## config.mk

```make
export PLATFORM = sky130hd
export DESIGN_NAME = utf8_to_utf16_transcoder_unit
export DESIGN_NICKNAME = d
export VERILOG_FILES = /design/src/hdl/utt_pkg.sv /design/src/hdl/utf8_to_utf16_transcoder_unit.sv /design/src/hdl/utt_front.sv /design/src/hdl/utt_queue.sv /design/src/hdl/utt_back.sv /design/src/hdl/utt_top_note.sv
export SDC_FILE = /design/constraint.sdc
export NUM_CORES = 1
export LEC_CHECK = 0
export ABC_CLOCK_PERIOD_IN_PS = 7070
export BUFFER_PORTS_ARGS = -buffer_cell sky130_fd_sc_hd__buf_4
export CAP_MARGIN = 15
export CORE_MARGIN = 2
export CORE_UTILIZATION = 60
export DETAILED_ROUTE_END_ITERATION = 8
export HOLD_SLACK_MARGIN = 0.12
export PLACE_DENSITY = 0.85
export SETUP_SLACK_MARGIN = 0.1
export SKIP_CTS_REPAIR_TIMING = 1
export SLEW_MARGIN = 30
export SYNTH_ARGS = -nofsm -noshare
export SYNTH_HDL_FRONTEND = slang
export SYNTH_SLANG_ARGS = --single-unit
```

## constraint.sdc

```tcl
create_clock -name aclk -period 7.07 [get_ports aclk]
set_input_delay 0.3535 -clock aclk [delete_from_list [all_inputs] [get_ports aclk]]
set_output_delay 0.3535 -clock aclk [all_outputs]
set_load 0.02 [all_outputs]
```

## src/hdl/utt_pkg.sv

```systemverilog
// ----------------------------------------------------------------------------
// UTF-8 to UTF-16 transcoder package
// Shared constants, the command type that the front end hands to the back
// end, and the helpers used to classify and order bytes.
// ----------------------------------------------------------------------------
package utt_pkg;

    localparam int QUEUE_DEPTH = 2;

    localparam logic [1:0] MODE_PASS = 2'd0;
    localparam logic [1:0] MODE_LE   = 2'd1;
    localparam logic [1:0] MODE_BE   = 2'd2;

    localparam logic REG_OUT_MODE = 1'b0;

    localparam logic [1:0] LAST_PASS = 2'd0;
    localparam logic [1:0] LAST_UNIT = 2'd1;
    localparam logic [1:0] LAST_PAIR = 2'd3;

    typedef struct packed {
        logic [1:0]      last_idx;
        logic [3:0][7:0] bytes;
    } utt_cmd_t;

    typedef struct packed {
        logic full;
        logic empty;
    } utt_q_status_t;

    function automatic logic [2:0] lead_len(input logic [7:0] b);
        logic [2:0] len;
        len = 3'd0;
        if (b[7] == 1'b0) begin
            len = 3'd1;
        end else if (b[7:5] == 3'b110) begin
            len = 3'd2;
        end else if (b[7:4] == 4'b1110) begin
            len = 3'd3;
        end else if (b[7:3] == 5'b11110) begin
            len = 3'd4;
        end
        return len;
    endfunction

    function automatic logic [15:0] order_unit(input logic [15:0] unit, input logic little);
        logic [15:0] res;
        res = little ? {unit[15:8], unit[7:0]} : {unit[7:0], unit[15:8]};
        return res;
    endfunction

endpackage

```

## src/hdl/utf8_to_utf16_transcoder_unit.sv

```systemverilog
// ----------------------------------------------------------------------------
// UTF-8 to UTF-16 transcoder
// Converts a UTF-8 byte stream to UTF-16 little- or big-endian bytes, or
// passes bytes through unchanged.
// ----------------------------------------------------------------------------
// The block takes one input byte per cycle whenever its command queue has
// room, and the result channel moves one byte per cycle while the receiver
// is ready. An ASCII byte in a UTF-16 mode yields two output bytes, so it
// occupies the output for two byte transfers, where a passthrough byte
// needs one. Lead and middle bytes of a multi-byte sequence produce nothing,
// and the final byte produces two bytes, or four for a surrogate pair. The
// byte-wide output port sets the rate; the queue of QUEUE_DEPTH commands
// lets input continue while earlier results are still being sent. Write
// out_mode at address 0 only while the block is idle.
module utf8_to_utf16_transcoder_unit #(
    parameter int QUEUE_DEPTH = utt_pkg::QUEUE_DEPTH
) (
    input  logic        aclk,
    input  logic        aresetn,
    input  logic        psel,
    input  logic        penable,
    input  logic        pwrite,
    input  logic [2:0]  paddr,
    input  logic [31:0] pwdata,
    output logic [31:0] prdata,
    output logic        pready,
    input  logic        s_tvalid,
    output logic        s_tready,
    input  logic [7:0]  s_tdata,   // [7:0] in_byte
    output logic        m_tvalid,
    input  logic        m_tready,
    output logic [7:0]  m_tdata,   // [7:0] out_byte
    output logic        m_tlast
);
    import utt_pkg::*;

    logic          mode_q;
    logic [1:0]    mode;
    logic          push;
    logic          pop;
    utt_cmd_t      push_cmd;
    utt_cmd_t      head;
    utt_q_status_t q_status;

    assign mode_q = (mode == MODE_LE);

    utt_cfg u_cfg (
        .aclk    (aclk),
        .aresetn (aresetn),
        .psel    (psel),
        .penable (penable),
        .pwrite  (pwrite),
        .paddr   (paddr),
        .pwdata  (pwdata),
        .prdata  (prdata),
        .pready  (pready),
        .mode    (mode)
    );

    utt_front u_front (
        .aclk     (aclk),
        .aresetn  (aresetn),
        .mode     (mode),
        .s_tvalid (s_tvalid),
        .s_tready (s_tready),
        .s_tdata  (s_tdata),
        .q_status (q_status),
        .push     (push),
        .cmd      (push_cmd)
    );

    utt_queue #(
        .DEPTH (QUEUE_DEPTH)
    ) u_queue (
        .aclk     (aclk),
        .aresetn  (aresetn),
        .push     (push),
        .push_cmd (push_cmd),
        .pop      (pop),
        .head     (head),
        .status   (q_status)
    );

    utt_back u_back (
        .aclk     (aclk),
        .aresetn  (aresetn),
        .head     (head),
        .q_status (q_status),
        .pop      (pop),
        .m_tvalid (m_tvalid),
        .m_tready (m_tready),
        .m_tdata  (m_tdata),
        .m_tlast  (m_tlast)
    );

    a_ascii_le_low_byte_first: assert property (
        @(posedge aclk) disable iff (!aresetn)
        (push && mode_q && (s_tdata[7] == 1'b0)) |-> (push_cmd.bytes[1] == 8'd0))
        else $error("top: little-endian ASCII unit must send its high byte second");

endmodule

```

## src/hdl/utt_front.sv

```systemverilog
// ----------------------------------------------------------------------------
// UTF-8 to UTF-16 transcoder front end
// Accepts input bytes, tracks the pending multi-byte sequence, assembles the
// code point and pushes an ordered byte command into the queue.
// ----------------------------------------------------------------------------
module utt_front (
    input  logic                   aclk,
    input  logic                   aresetn,
    input  logic [1:0]             mode,
    input  logic                   s_tvalid,
    output logic                   s_tready,
    input  logic [7:0]             s_tdata,
    input  utt_pkg::utt_q_status_t q_status,
    output logic                   push,
    output utt_pkg::utt_cmd_t      cmd
);
    import utt_pkg::*;

    logic [1:0]  count_reg, count_next;
    logic [7:0]  seq0_reg, seq0_next;
    logic [7:0]  seq1_reg, seq1_next;
    logic [7:0]  seq2_reg, seq2_next;
    logic        accept;
    logic        utf;
    logic        little;
    logic        emit;
    logic [2:0]  len;
    logic [20:0] cp;
    logic [19:0] v;
    logic [15:0] unit_a;
    logic [15:0] unit_b;

    assign s_tready = !q_status.full;
    assign accept   = s_tvalid && s_tready;
    assign utf      = (mode == MODE_LE) || (mode == MODE_BE);
    assign little   = (mode == MODE_LE);
    assign len      = lead_len(seq0_reg);

    always_comb begin
        case (len)
            3'd2:    cp = {10'd0, seq0_reg[4:0], s_tdata[5:0]};
            3'd3:    cp = {5'd0, seq0_reg[3:0], seq1_reg[5:0], s_tdata[5:0]};
            default: cp = {seq0_reg[2:0], seq1_reg[5:0], seq2_reg[5:0], s_tdata[5:0]};
        endcase
    end

    assign v      = 20'(cp - 21'h10000);
    assign unit_a = order_unit(16'hD800 | {6'd0, v[19:10]}, little);
    assign unit_b = order_unit(16'hDC00 | {6'd0, v[9:0]}, little);

    always_comb begin
        count_next    = count_reg;
        seq0_next     = seq0_reg;
        seq1_next     = seq1_reg;
        seq2_next     = seq2_reg;
        emit          = 1'b0;
        cmd.last_idx  = LAST_PASS;
        cmd.bytes     = {24'd0, s_tdata};
        if (!utf) begin
            emit = 1'b1;
        end else if (s_tdata[7] == 1'b0) begin
            emit         = 1'b1;
            cmd.last_idx = LAST_UNIT;
            cmd.bytes    = {16'd0, order_unit({8'd0, s_tdata}, little)};
        end else if (count_reg == 2'd0) begin
            if (lead_len(s_tdata) >= 3'd2) begin
                seq0_next  = s_tdata;
                count_next = 2'd1;
            end
        end else if ({1'b0, count_reg} + 3'd1 < len) begin
            count_next = count_reg + 2'd1;
            if (count_reg == 2'd1) begin
                seq1_next = s_tdata;
            end else begin
                seq2_next = s_tdata;
            end
        end else begin
            emit       = 1'b1;
            count_next = 2'd0;
            if (cp[20:16] == 5'd0) begin
                cmd.last_idx = LAST_UNIT;
                cmd.bytes    = {16'd0, order_unit(cp[15:0], little)};
            end else begin
                cmd.last_idx = LAST_PAIR;
                cmd.bytes    = {unit_b, unit_a};
            end
        end
    end

    assign push = accept && emit;

    always_ff @(posedge aclk) begin
        if (!aresetn) begin
            count_reg <= 2'd0;
        end else if (accept) begin
            count_reg <= count_next;
        end
    end

    always_ff @(posedge aclk) begin
        if (accept) begin
            seq0_reg <= seq0_next;
            seq1_reg <= seq1_next;
            seq2_reg <= seq2_next;
        end
    end

    a_count_three_needs_four_byte_lead: assert property (
        @(posedge aclk) disable iff (!aresetn)
        (count_reg == 2'd3) |-> (lead_len(seq0_reg) == 3'd4))
        else $error("front: three bytes pending without a four-byte lead");

endmodule

```

## src/hdl/utt_queue.sv

```systemverilog
// ----------------------------------------------------------------------------
// UTF-8 to UTF-16 transcoder command queue
// A short register FIFO that decouples the front end from the back end.
// ----------------------------------------------------------------------------
module utt_queue #(
    parameter int DEPTH = utt_pkg::QUEUE_DEPTH
) (
    input  logic                   aclk,
    input  logic                   aresetn,
    input  logic                   push,
    input  utt_pkg::utt_cmd_t      push_cmd,
    input  logic                   pop,
    output utt_pkg::utt_cmd_t      head,
    output utt_pkg::utt_q_status_t status
);
    import utt_pkg::*;

    localparam int PTR_W = $clog2(DEPTH);
    localparam int CNT_W = $clog2(DEPTH + 1);

    utt_cmd_t             mem [DEPTH];
    logic [PTR_W-1:0]     wr_ptr_reg, wr_ptr_next;
    logic [PTR_W-1:0]     rd_ptr_reg, rd_ptr_next;
    logic [CNT_W-1:0]     count_reg, count_next;

    assign status.full  = (count_reg == CNT_W'(DEPTH));
    assign status.empty = (count_reg == '0);
    assign head         = mem[rd_ptr_reg];

    always_comb begin
        wr_ptr_next = wr_ptr_reg;
        rd_ptr_next = rd_ptr_reg;
        count_next  = count_reg;
        if (push) begin
            wr_ptr_next = (wr_ptr_reg == PTR_W'(DEPTH - 1)) ? '0 : wr_ptr_reg + 1'b1;
        end
        if (pop) begin
            rd_ptr_next = (rd_ptr_reg == PTR_W'(DEPTH - 1)) ? '0 : rd_ptr_reg + 1'b1;
        end
        if (push && !pop) begin
            count_next = count_reg + 1'b1;
        end else if (pop && !push) begin
            count_next = count_reg - 1'b1;
        end
    end

    always_ff @(posedge aclk) begin
        if (!aresetn) begin
            wr_ptr_reg <= '0;
            rd_ptr_reg <= '0;
            count_reg  <= '0;
        end else begin
            wr_ptr_reg <= wr_ptr_next;
            rd_ptr_reg <= rd_ptr_next;
            count_reg  <= count_next;
        end
    end

    always_ff @(posedge aclk) begin
        if (push) begin
            mem[wr_ptr_reg] <= push_cmd;
        end
    end

    a_no_push_when_full: assert property (
        @(posedge aclk) disable iff (!aresetn)
        !(push && status.full))
        else $error("queue: push while full");

    a_no_pop_when_empty: assert property (
        @(posedge aclk) disable iff (!aresetn)
        !(pop && status.empty))
        else $error("queue: pop while empty");

    a_count_tracks_ops: assert property (
        @(posedge aclk) disable iff (!aresetn)
        (push && !pop) |=> (count_reg == $past(count_reg) + 1'b1))
        else $error("queue: count did not follow a lone push");

endmodule

```

## src/hdl/utt_back.sv

```systemverilog
// ----------------------------------------------------------------------------
// UTF-8 to UTF-16 transcoder back end
// Serializes the queued byte commands onto the byte-wide result channel.
// ----------------------------------------------------------------------------
module utt_back (
    input  logic                   aclk,
    input  logic                   aresetn,
    input  utt_pkg::utt_cmd_t      head,
    input  utt_pkg::utt_q_status_t q_status,
    output logic                   pop,
    output logic                   m_tvalid,
    input  logic                   m_tready,
    output logic [7:0]             m_tdata,
    output logic                   m_tlast
);
    import utt_pkg::*;

    logic [1:0] idx_reg, idx_next;
    logic       xfer;

    assign m_tvalid = !q_status.empty;
    assign m_tdata  = head.bytes[idx_reg];
    assign m_tlast  = (idx_reg == head.last_idx);
    assign xfer     = m_tvalid && m_tready;
    assign pop      = xfer && m_tlast;

    always_comb begin
        idx_next = idx_reg;
        if (pop) begin
            idx_next = 2'd0;
        end else if (xfer) begin
            idx_next = idx_reg + 2'd1;
        end
    end

    always_ff @(posedge aclk) begin
        if (!aresetn) begin
            idx_reg <= 2'd0;
        end else begin
            idx_reg <= idx_next;
        end
    end

    a_index_within_command: assert property (
        @(posedge aclk) disable iff (!aresetn)
        m_tvalid |-> (idx_reg <= head.last_idx))
        else $error("back: byte index ran past the command");

endmodule

```

## src/hdl/utt_top_note.sv

```systemverilog
// ----------------------------------------------------------------------------
// UTF-8 to UTF-16 transcoder configuration register
// Holds the output mode written through the APB-style port.
// ----------------------------------------------------------------------------
module utt_cfg (
    input  logic        aclk,
    input  logic        aresetn,
    input  logic        psel,
    input  logic        penable,
    input  logic        pwrite,
    input  logic [2:0]  paddr,
    input  logic [31:0] pwdata,
    output logic [31:0] prdata,
    output logic        pready,
    output logic [1:0]  mode
);
    import utt_pkg::*;

    logic [1:0] mode_reg, mode_next;
    logic       wr;

    assign pready = 1'b1;
    assign wr     = psel && penable && pwrite && pready;
    assign mode   = mode_reg;
    assign prdata = (paddr[2] == REG_OUT_MODE) ? {30'd0, mode_reg} : 32'd0;

    always_comb begin
        mode_next = mode_reg;
        if (wr && (paddr[2] == REG_OUT_MODE)) begin
            mode_next = pwdata[1:0];
        end
    end

    always_ff @(posedge aclk) begin
        if (!aresetn) begin
            mode_reg <= MODE_PASS;
        end else begin
            mode_reg <= mode_next;
        end
    end

endmodule

```

==> metrics.cfg, run 1 <==
[route]
ant_nets = 0
vias = 3380
wire_per_inst_um = 17.8
drc = 0
dr.pass1.iters = 5
drtIter0Drc = 305
routed_wirelength_mm = 10.0
viasPerCell = 6.00

[yosys]
synth_edf_count = 87
synth_area_leaders = edfxtp_1 50%, mux4_2 6.0%, buf_4 4.6%, dfxtp_1 4.2%, nor2b_1 2.3%
ys_ff_latch = 98
async_flop_share = 0
synth_ff_type = edfxtp_1
synth_top_cell_area_share = 0.498
synthCells = 428
netlist_area_um2 = 5250
yosysWarnings = 0
synth_cell_types = 72
syn_area_per_cell_um2 = 12.3
yosysTopAreaCell = edfxtp_1
seq_area_frac_synth = 0.540

[layout]
largest_reg_flops = 68
mostFrequentLayoutCell = edfxtp_1
drive_gt1_frac = 0.191
fin_nets = 508
fillers = 663
fin_util = 0.652
area.growth.synth_to_final_pct = 6.79
antenna_cells = 0
final_cell_mix = 87 x edfxtp_1, 35 x buf_4, 31 x conb_1, 30 x nor2_1, 21 x nand2_1
fin_cells = 563

[clock_network]
cts.sinks = 98
tritoncts = yes
htreeDepth = 3
cts.clk_slew.worst_paths_ns = 0.11
clkLatencyLatePin_ns = 0.38
cts_buffer_depth = 2
cts_root_buf = clkbuf_8
cts_buffers = 9

[placed_design]
place.gp.congestion = 0.882
port-buffer-count = 30
dp_hpwl_mm = 7.08
dp.cells = 547

[global_routing]
overflow = 0
grt_pass1_wl_mm = 16.6
grt_pass1_vias = 3269
antenna_found_initial = 0
grt_max_degree = 37
grt.total_usage = 0.223

[die]
die_h_um = 97.5
die_w_um = 97.5
ios = 94
coreArea_um2 = 8590
dieArea_um2 = 9510
start_util = 0.611
rows = 34

[sta]
tns_ns = 0
fmax_ghz = 0.289
rsz0062_at_grt = no
period_needed_ns = 3.46
clock_skew_ns = 0.0129
min_period_over_period = 0.489
setup_viol = 0
worstMarginPinSlew_ns = 0.858
maxSlewHeadroom = 0.427
hold_viol = 0
maxSlewViolCount = 0

[worst_setup_path]
crit_fanout = 21
endpoint_kind = register
cp_cell_sequence = a21boi_2 -> inv_2 -> nand2_1 -> ha_1 -> nor4b_2 -> a21oi_2 -> nand2_1 -> inv_1 -> and3_1
slowest_delay_ns = 0.72
cpMaxStageDelayCell = edfxtp_1
arrival_ns = 3.60
required_ns = 7.21
crit_top_cell = nand2_1
worstSetupPathType = register to register
critPathLaunchType = register

[pwr]
power_density_nw_per_um2 = 264
leakage_nw = 2.00
vdd_drop_max_mv = 0.119

[outcome]
status = finished, final reports clean

[min_path]
min_path_type = primary input to register

[run]
maxCapViolations = 0

[final cells by class]
cell class	count	area [µm²]	share of cell area
Clock buffer	10	138	0.0245
Clock inverter	6	61.3	0.0109
Inverter	16	60.1	0.0107
Multi-Input combinational cell	290	2120	0.378
Sequential cell	98	2830	0.505
Tap cell	108	135	0.0241
Timing Repair Buffer	35	263	0.0469
[synth_stat cells (all sizes together), types with 3 or more instances]
| library cell | number |
|---|---|
| mux4 | 16 |
| edfxtp | 87 |
| a22oi | 4 |
| o211ai | 6 |
| a21boi | 6 |
| a31oi | 8 |
| nand2b | 8 |
| inv | 15 |
| nor2b | 19 |
| dfxtp | 11 |
| mux2 | 8 |
| o21ai | 11 |
| a22o | 3 |
| nor2 | 30 |
| mux2i | 5 |
| and2 | 6 |
| o21a | 6 |
| nor3b | 4 |
| a211oi | 3 |
| xnor2 | 3 |
| nand2 | 21 |
| buf | 44 |
| a21oi | 15 |
| nand3 | 10 |
| or3 | 6 |
| ha | 8 |
| clkbuf | 9 |
| a21o | 4 |
| nor3 | 9 |
[worst paths after layout]
kind	from	endpoint	slack, ns	cells after the start
worst max-delay path	u_front.seq0_reg[6]	u_queue.mem[1][29]	3.61	9
worst min-delay path	s_tdata[6]	u_front.seq0_reg[6]	0.21	1
worst max register to register	u_front.seq0_reg[6]	u_queue.mem[1][29]	3.61	9
worst min register to register	u_queue.rd_ptr_reg	register	0.53	2
[layer usage]
layer  routed length (µm)  part of all wire  GRT usage
met1                 4290              0.43      0.305
met2                 4950              0.49      0.355
met3                  585             0.058     0.0446
met4                  203             0.020     0.0844
met5                    0                 0          0
[cell families after synthesis]
logic type | count (synthesis) | share of synthesized area
and+or+nand+nor | 128 | 0.132
xor gates and xnor gates | 5 | 0.00834
muxes | 29 | 0.0991
adders and majority gates | 8 | 0.0191
AOI/OAI and AO/OA | 89 | 0.122
DFF | 98 | 0.540
other | 2 | 0.00143
buffers and inverters | 69 | 0.0784
[worst max-delay path, delay by kind of cell (launching register included)]
| family | cells | cell delay [ns] |
|---|---|---|
| compound gates | 2 | 0.66 |
| fa+ha+maj | 1 | 0.27 |
| buf+inv | 2 | 0.38 |
| flops | 1 | 0.72 |
| simple gates | 4 | 1.18 |
[through the flow]
| stage | hold WS, ns | power [mW] | area, µm² | setup slack [ns] |
|---|---|---|---|---|
| global placement | 0.481 | 1.12 | 5410 | 3.75 |
| global route | 0.197 | 1.55 | 5610 | 3.24 |
| finish | 0.209 | 1.48 | 5610 | 3.61 |
| floorplan | 0.452 | 1.03 | 5360 | 3.37 |
| CTS | 0.196 | 1.49 | 5610 | 3.65 |
| detailed placement | 0.515 | 1.14 | 5410 | 3.64 |
[power breakdown]
group	leakage, nW	internal [mW]	switching [mW]	total, mW
combinational	0.996	0.174	0.195	0.369
sequential	0.904	0.714	0.0405	0.755
clock	0.0978	0.145	0.209	0.354
Note: power is estimated with default switching activity, not from simulation.
==> run 2, diff against run 1 <==
Settings changed: ABC_AREA set to 1, ABC_CLOCK_PERIOD_IN_PS 7070 to 3120, CORE_UTILIZATION 60 to 51, PLACE_DENSITY 0.85 to 0.77.
Clock period 7.07 ns to 3.12 ns, I/O delays scaled along.
==> run 2 against run 1 <==
Die area increased by 16%. Flip-flop and latch count unchanged. Cell count increased by 34%. First-iteration DRC count increased by 29%. Via count increased by 18%. Clock-buffer cell count decreased by 1. Critical path depth increased by 5. Critical path type unchanged. Critical endpoint is now u_queue.count_reg[1]. Largest cell class unchanged. Largest power group unchanged.
==> metrics.cfg, run 2 <==
[global_routing]
use_met2 = 0.350  ; -0.00519
grt-busiest-layer = met2
grt_pass1_wl_mm = 18.3  ; +11%
grt_max_degree = 35  ; -5.4%
antenna_found_initial = 0  ; unchanged
grt.total_usage = 0.210  ; -0.0122
overflow = 0  ; unchanged
grtUsageMet1 = 0.288  ; -0.0165
grtUsageMet3 = 0.0387  ; -0.00593
grt_pass1_vias = 3698  ; +13%

[worst_setup_path]
crit_top_cell = a21oi_1
arrival_ns = 3.01  ; -0.59 ns
slowest_delay_ns = 0.49  ; -0.23 ns
r2r-start = u_front.seq0_reg[5]
r2r-end = u_queue.count_reg[1]
worstSetupStartpoint = u_front.seq0_reg[5]
cp_cell_sequence = nand2_1 -> or3_1 -> ha_1 -> a21oi_1 -> nand2_2 -> nand2_4 -> nand3_1 -> nand2_1 -> inv_1 -> ha_1 -> a21oi_1 -> o21ai_0 -> o21ai_0 -> a21oi_1
cp_top_family = simple AND/OR/NAND/NOR gates
critical_path_depth = 14  ; +5
crit_fanout = 7  ; -67%
critPathLaunchType = register
r2r_setup_slack_ns = 0.37  ; -3.25 ns
required_ns = 3.38  ; -3.83 ns
rr_worst_depth = 14  ; +5
worst-path-buf-inv = 1  ; -1
endpoint_kind = register
endpoint = u_queue.count_reg[1]
worstSetupPathType = register to register
cpMaxStageDelayCell = edfxtp_1

[yosys]
synth_edf_count = 87  ; unchanged
synth_area_leaders = edfxtp_1 50%, nor2_1 7.5%, nand2_1 6.3%, o21ai_0 6.2%, buf_4 4.8%
synth_cell_types = 34  ; -53%
netlist_area_um2 = 5200  ; -0.98%
seq_area_frac_synth = 0.545  ; +0.00532
synthCells = 576  ; +35%
yosysTopAreaCell = edfxtp_1
async_flop_share = 0  ; unchanged
synth_top_family_by_area = simple AND/OR/NAND/NOR gates
yosys.area_share.simple = 0.200  ; +0.0680
ys_ff_latch = 98  ; unchanged
synthTopCellsByCount = 104 x nor2_1, 87 x edfxtp_1, 87 x nand2_1
synth_top_cell_area_share = 0.503  ; +0.00491
post-synth-top-count-cell = nor2_1
yosysWarnings = 0  ; unchanged
syn_area_per_cell_um2 = 9.03  ; -26%
synth_ff_type = edfxtp_1
synthAdderAreaFrac = 0.0193  ; +0.000188
synth-compound-area-share = 0.122  ; -0.000238
synth_mux_area_frac = 0  ; -0.0991
synth_xor_area_frac = 0.00842  ; +0.0000823

[sta]
fmax_ghz = 0.363  ; +25%
worstMarginPinSlew_ns = 0.536  ; -0.323 ns
hold_viol = 0  ; unchanged
min_period_over_period = 0.883  ; +0.394
clock_skew_ns = 0.0144  ; +0.00149 ns
tns_ns = 0  ; unchanged
rsz0062_at_grt = no
setup_viol = 0  ; unchanged
maxSlewHeadroom = 0.641  ; +0.215
period_needed_ns = 2.75  ; -0.701 ns
maxSlewViolCount = 0  ; unchanged

[clock_network]
cts.clk_slew.worst_paths_ns = 0.09  ; -0.02 ns
cts.sinks = 98  ; unchanged
htreeDepth = 3  ; unchanged
cts_buffer_depth = 2  ; unchanged
tritoncts = yes
cts_root_buf = clkbuf_8
clkLatencyLatePin_ns = 0.37  ; about the same
cts_buffers = 9  ; unchanged

[layout]
largest_reg_flops = 68  ; unchanged
area.growth.synth_to_final_pct = 10.6
final_cell_mix = 103 x nor2_1, 87 x nand2_1, 87 x edfxtp_1, 64 x o21ai_0, 49 x inv_1
layout.area.seq_um2 = 2830  ; unchanged
mostFrequentLayoutCell = nor2_1
drive_gt1_frac = 0.126  ; -0.0654
fillers = 851  ; +28%
fin_cells = 753  ; +34%
antenna_cells = 0  ; unchanged
fin_nets = 673  ; +32%
multi_input_area_um2 = 1940  ; -8.6%

[pwr]
power_density_nw_per_um2 = 590  ; +120%
leakage_nw = 2.42  ; +21%
vdd_drop_max_mv = 0.288  ; +140%

[die]
dieArea_um2 = 11000  ; +16%
die_h_um = 105  ; +7.6%
die_w_um = 105  ; +7.6%
start_util = 0.529  ; -0.0815
ios = 94  ; unchanged
rows = 36  ; +5.9%
coreArea_um2 = 9820  ; +14%

[route]
drc = 0  ; unchanged
ant_nets = 0  ; unchanged
drtIter0Drc = 393  ; +29%
viasPerCell = 5.29  ; -12%
vias = 3987  ; +18%
dr.pass1.iters = 5  ; unchanged
wire_per_inst_um = 15.1  ; -15%
routed_wirelength_mm = 11.3  ; +13%

[placed_design]
dp.cells = 727  ; +33%
port-buffer-count = 30  ; unchanged
dp_hpwl_mm = 8.03  ; +14%
place.gp.congestion = 0.869  ; -1.5%

[run]
maxCapViolations = 0  ; unchanged

[outcome]
status = finished, final reports clean

[min_path]
min_path_type = primary input to register

==> run 2: cell types whose count changed in the layout (fill, tap and decap cells not counted), sizes merged, moves of 10 or more <==
cell         change
nor2b           -19
nand2           +74
nand3           +21
nor2            +75
inv             +38
o21ai           +61
mux4            -16
dlygate4sd3     +10
a21oi           +10
==> run 2: kinds of logic after synthesis <==
logic type | Yosys count
simple gates | 241
compound gates | 117
buf+inv | 105
flops | 98
fa+ha+maj | 8
xor+xnor | 5
other cells | 2
==> run 2: worst reg2reg max path: stages (launching register included) <==
cell and delay, ns:
edfxtp_1 0.49, nand2_1 0.12, or3_1 0.34, ha_1 0.30, a21oi_1 0.17, nand2_2 0.10, nand2_4 0.11, nand3_1 0.10
nand2_1 0.11, inv_1 0.07, ha_1 0.32, a21oi_1 0.11, o21ai_0 0.11, o21ai_0 0.16, a21oi_1 0.05
==> run 2: stage by stage <==
stage	instance area [µm²]	util	power, mW	hold slack, ns	worst slack [ns]
after global routing	5750	0.585	3.56	0.136	0.133
after detailed placement	5470	0.557	2.65	0.388	0.401
after floorplan	5310	-	2.33	0.255	0.179
after global placement	5470	0.557	2.62	0.387	0.450
final	5750	0.585	3.39	0.116	0.365
after CTS	5650	0.575	3.40	0.0101	0.374
==> run 2: layer usage <==
metal	share of wire	vias to the layer above
li1	-	1963
met2	0.49	131
met3	0.055	17
met1	0.45	1876
met4	0.010	0
met5	0	-
==> run 2: power by group <==
part	internal, mW	switching (mW)
Combinational	0.339	0.638
Sequential	1.60	0.0546
Clock	0.303	0.459
==> run 2: worst min path at each step <==
stage	start	depth (start not counted)	endpoint
3_5_place_dp	s_tdata[2]	1	u_front.seq1_reg[2]
5_1_grt	paddr[2]	4	u_cfg.mode[0]
3_3_place_gp	s_tdata[6]	1	u_front.seq0_reg[6]
2_1_floorplan	s_tdata[0]	0	u_front.seq0_reg[0]
4_1_cts	s_tdata[2]	1	u_front.seq0_reg[2]
6_report	pwdata[1]	3	u_cfg.mode[1]
==> run 2: area by class of cell <==
class | count | area share
Timing Repair Buffer | 51 | 0.0753
Clock buffer | 9 | 0.0215
Sequential cell | 98 | 0.493
Clock inverter | 7 | 0.0102
Tap cell | 133 | 0.0289
Inverter | 53 | 0.0346
Multi-Input combinational cell | 402 | 0.337
==> run 3, diff against run 2 <==
Settings changed: CORE_MARGIN 2 to 1.5.
==> run 3 against run 2 <==
Sequential power about the same. First-iteration DRC count down 17%. Combinational power down 1%. Wire length up 1.3%. Fmax down 1.5%. Setup slack worse by 0.042 ns. Flip-flop and latch count unchanged. Final area about the same. Clock skew down 0.0022 ns. Cell count unchanged. Clock-buffer cell count unchanged.
==> metrics.cfg, run 3 (synthesized netlist as in run 2, its figures left out) <==
[placed_design]
dp_slack_ns = 0.333  ; -0.0677 ns
dp_hpwl_mm = 8.12  ; +1.1%
dp.cells = 727  ; unchanged
placement.cell_area_um2 = 5470  ; unchanged
place.gp.congestion = 0.886  ; +2.0%
port-buffer-count = 30  ; unchanged

[min_path]
min_path_cells = 4  ; +1
min_from = paddr[2]
min_path_type = primary input to register

[route]
drc = 0  ; unchanged
wire_per_inst_um = 15.2  ; +1.3%
ant_nets = 0  ; unchanged
dr.pass1.iters = 6  ; +1
vias = 3979  ; -0.20%
routed_wirelength_mm = 11.5  ; +1.3%
viasPerCell = 5.28  ; -0.20%
drtIter0Drc = 328  ; -17%

[worst_setup_path]
worstSetupPathType = register to register
r2r-start = u_front.seq0_reg[5]
critPathLaunchType = register
worstSetupStartpoint = u_front.seq0_reg[5]
arrival_ns = 3.06  ; +0.05 ns
rr_worst_depth = 15  ; +1
r2r_setup_slack_ns = 0.32  ; -0.04 ns
crit_fanout = 7  ; unchanged
required_ns = 3.39  ; about the same
endpoint_kind = register

[layout]
multi_input_area_um2 = 1940  ; unchanged
fin_util = 0.586  ; about the same
postLayoutCellArea_um2 = 5750  ; about the same
final_cell_mix = 103 x nor2_1, 87 x nand2_1, 87 x edfxtp_1, 64 x o21ai_0, 49 x inv_1
antenna_cells = 0  ; unchanged
fin_cells = 753  ; unchanged
area.growth.synth_to_final_pct = 10.7  ; about the same
fin_nets = 673  ; unchanged
largest_reg_flops = 68  ; unchanged
fillers = 841  ; -1.2%
mostFrequentLayoutCell = nor2_1
layout.area.seq_um2 = 2830  ; unchanged
drive_gt1_frac = 0.126  ; unchanged

[sta]
period_needed_ns = 2.80  ; +0.0425 ns
fmax_ghz = 0.358  ; -1.5%
hold_viol = 0  ; unchanged
rsz0062_at_grt = no
min_period_over_period = 0.897  ; +0.0136
setup_slack_ns = 0.323  ; -0.0425 ns
maxSlewViolCount = 0  ; unchanged
worstMarginPinSlew_ns = 0.507  ; -0.0284 ns
setup_viol = 0  ; unchanged
whs_ns = 0.124  ; +0.00751 ns
clock_skew_ns = 0.0122  ; -0.00222 ns
tns_ns = 0  ; unchanged
maxSlewHeadroom = 0.660  ; +0.0190

[clock_network]
cts.sinks = 98  ; unchanged
cts.clk_slew.worst_paths_ns = 0.10  ; about the same
htreeDepth = 3  ; unchanged
clkLatencyLatePin_ns = 0.37  ; about the same
cts_buffer_depth = 2  ; unchanged
cts_buffers = 9  ; unchanged
cts_root_buf = clkbuf_8
tritoncts = yes

[global_routing]
grt_pass1_vias = 3622  ; -2.1%
grt_pass1_wl_mm = 18.3  ; +0.11%
grt.total_usage = 0.216  ; +0.00579
overflow = 0  ; unchanged
antenna_found_initial = 0  ; unchanged
grt_max_degree = 35  ; unchanged

[die]
dieArea_um2 = 10800  ; -1.9%
die_h_um = 104  ; -0.95%
start_util = 0.529  ; unchanged
die_w_um = 104  ; -0.95%
ios = 94  ; unchanged
coreArea_um2 = 9820  ; unchanged
rows = 36  ; unchanged

[run]
maxCapViolations = 0  ; unchanged

[pwr]
leakage_nw = 2.42  ; about the same
vdd_drop_max_mv = 0.320  ; +11%
power_density_nw_per_um2 = 588  ; -0.31%
power_mw = 3.38  ; -0.22%

[outcome]
status = finished, final reports clean

run 3: changes by cell type in the layout (fill, tap and decap cells not counted), sizes merged:
cell    previous run  this run
clkinv             5         6
inv               55        54
run 3: final timing paths:
path,to
worst min-delay path,u_cfg.mode[1]
worst min register to register,u_cfg.mode[0]
worst max register to register,u_queue.count_reg[1]
worst max-delay path,u_queue.count_reg[1]
run 3: power breakdown:
part / total [mW] / internal, mW / switching [mW]
sequential: 1.65 / 1.60 / 0.0516
combinational: 0.966 / 0.339 / 0.627
clock: 0.768 / 0.303 / 0.465
total: 3.38 / 2.24 / 1.14
run 3: routing by layer:
layer | track usage | share of wire | wire length (µm) | vias up
met1 | 0.293 | 0.45 | 5120 | 1863
met4 | 0.0595 | 0.017 | 193 | 0
met5 | 0 | 0 | 0 | -
met2 | 0.359 | 0.48 | 5490 | 141
li1 | - | - | - | 1957
met3 | 0.0382 | 0.059 | 681 | 18
run 3: area by class of cell:
cell class                      instances  area share
Sequential cell                        98       0.492
Multi-Input combinational cell        402       0.336
Timing Repair Buffer                   51      0.0752
Inverter                               53      0.0346
Tap cell                              133      0.0289
Clock buffer                            9      0.0215
Clock inverter                          7      0.0111
run 3: critical path, cell delays in order (launching register included):
cell and delay (ns):
edfxtp_1 0.47, nand2_1 0.12, or3_1 0.33, ha_1 0.30, nand2_1 0.07, o21bai_2 0.11
nand2_2 0.09, nand2_4 0.12, nand3_1 0.10, nand2_1 0.12, inv_1 0.07, ha_1 0.32
a21oi_1 0.12, o21ai_0 0.12, o21ai_0 0.17, a21oi_1 0.05
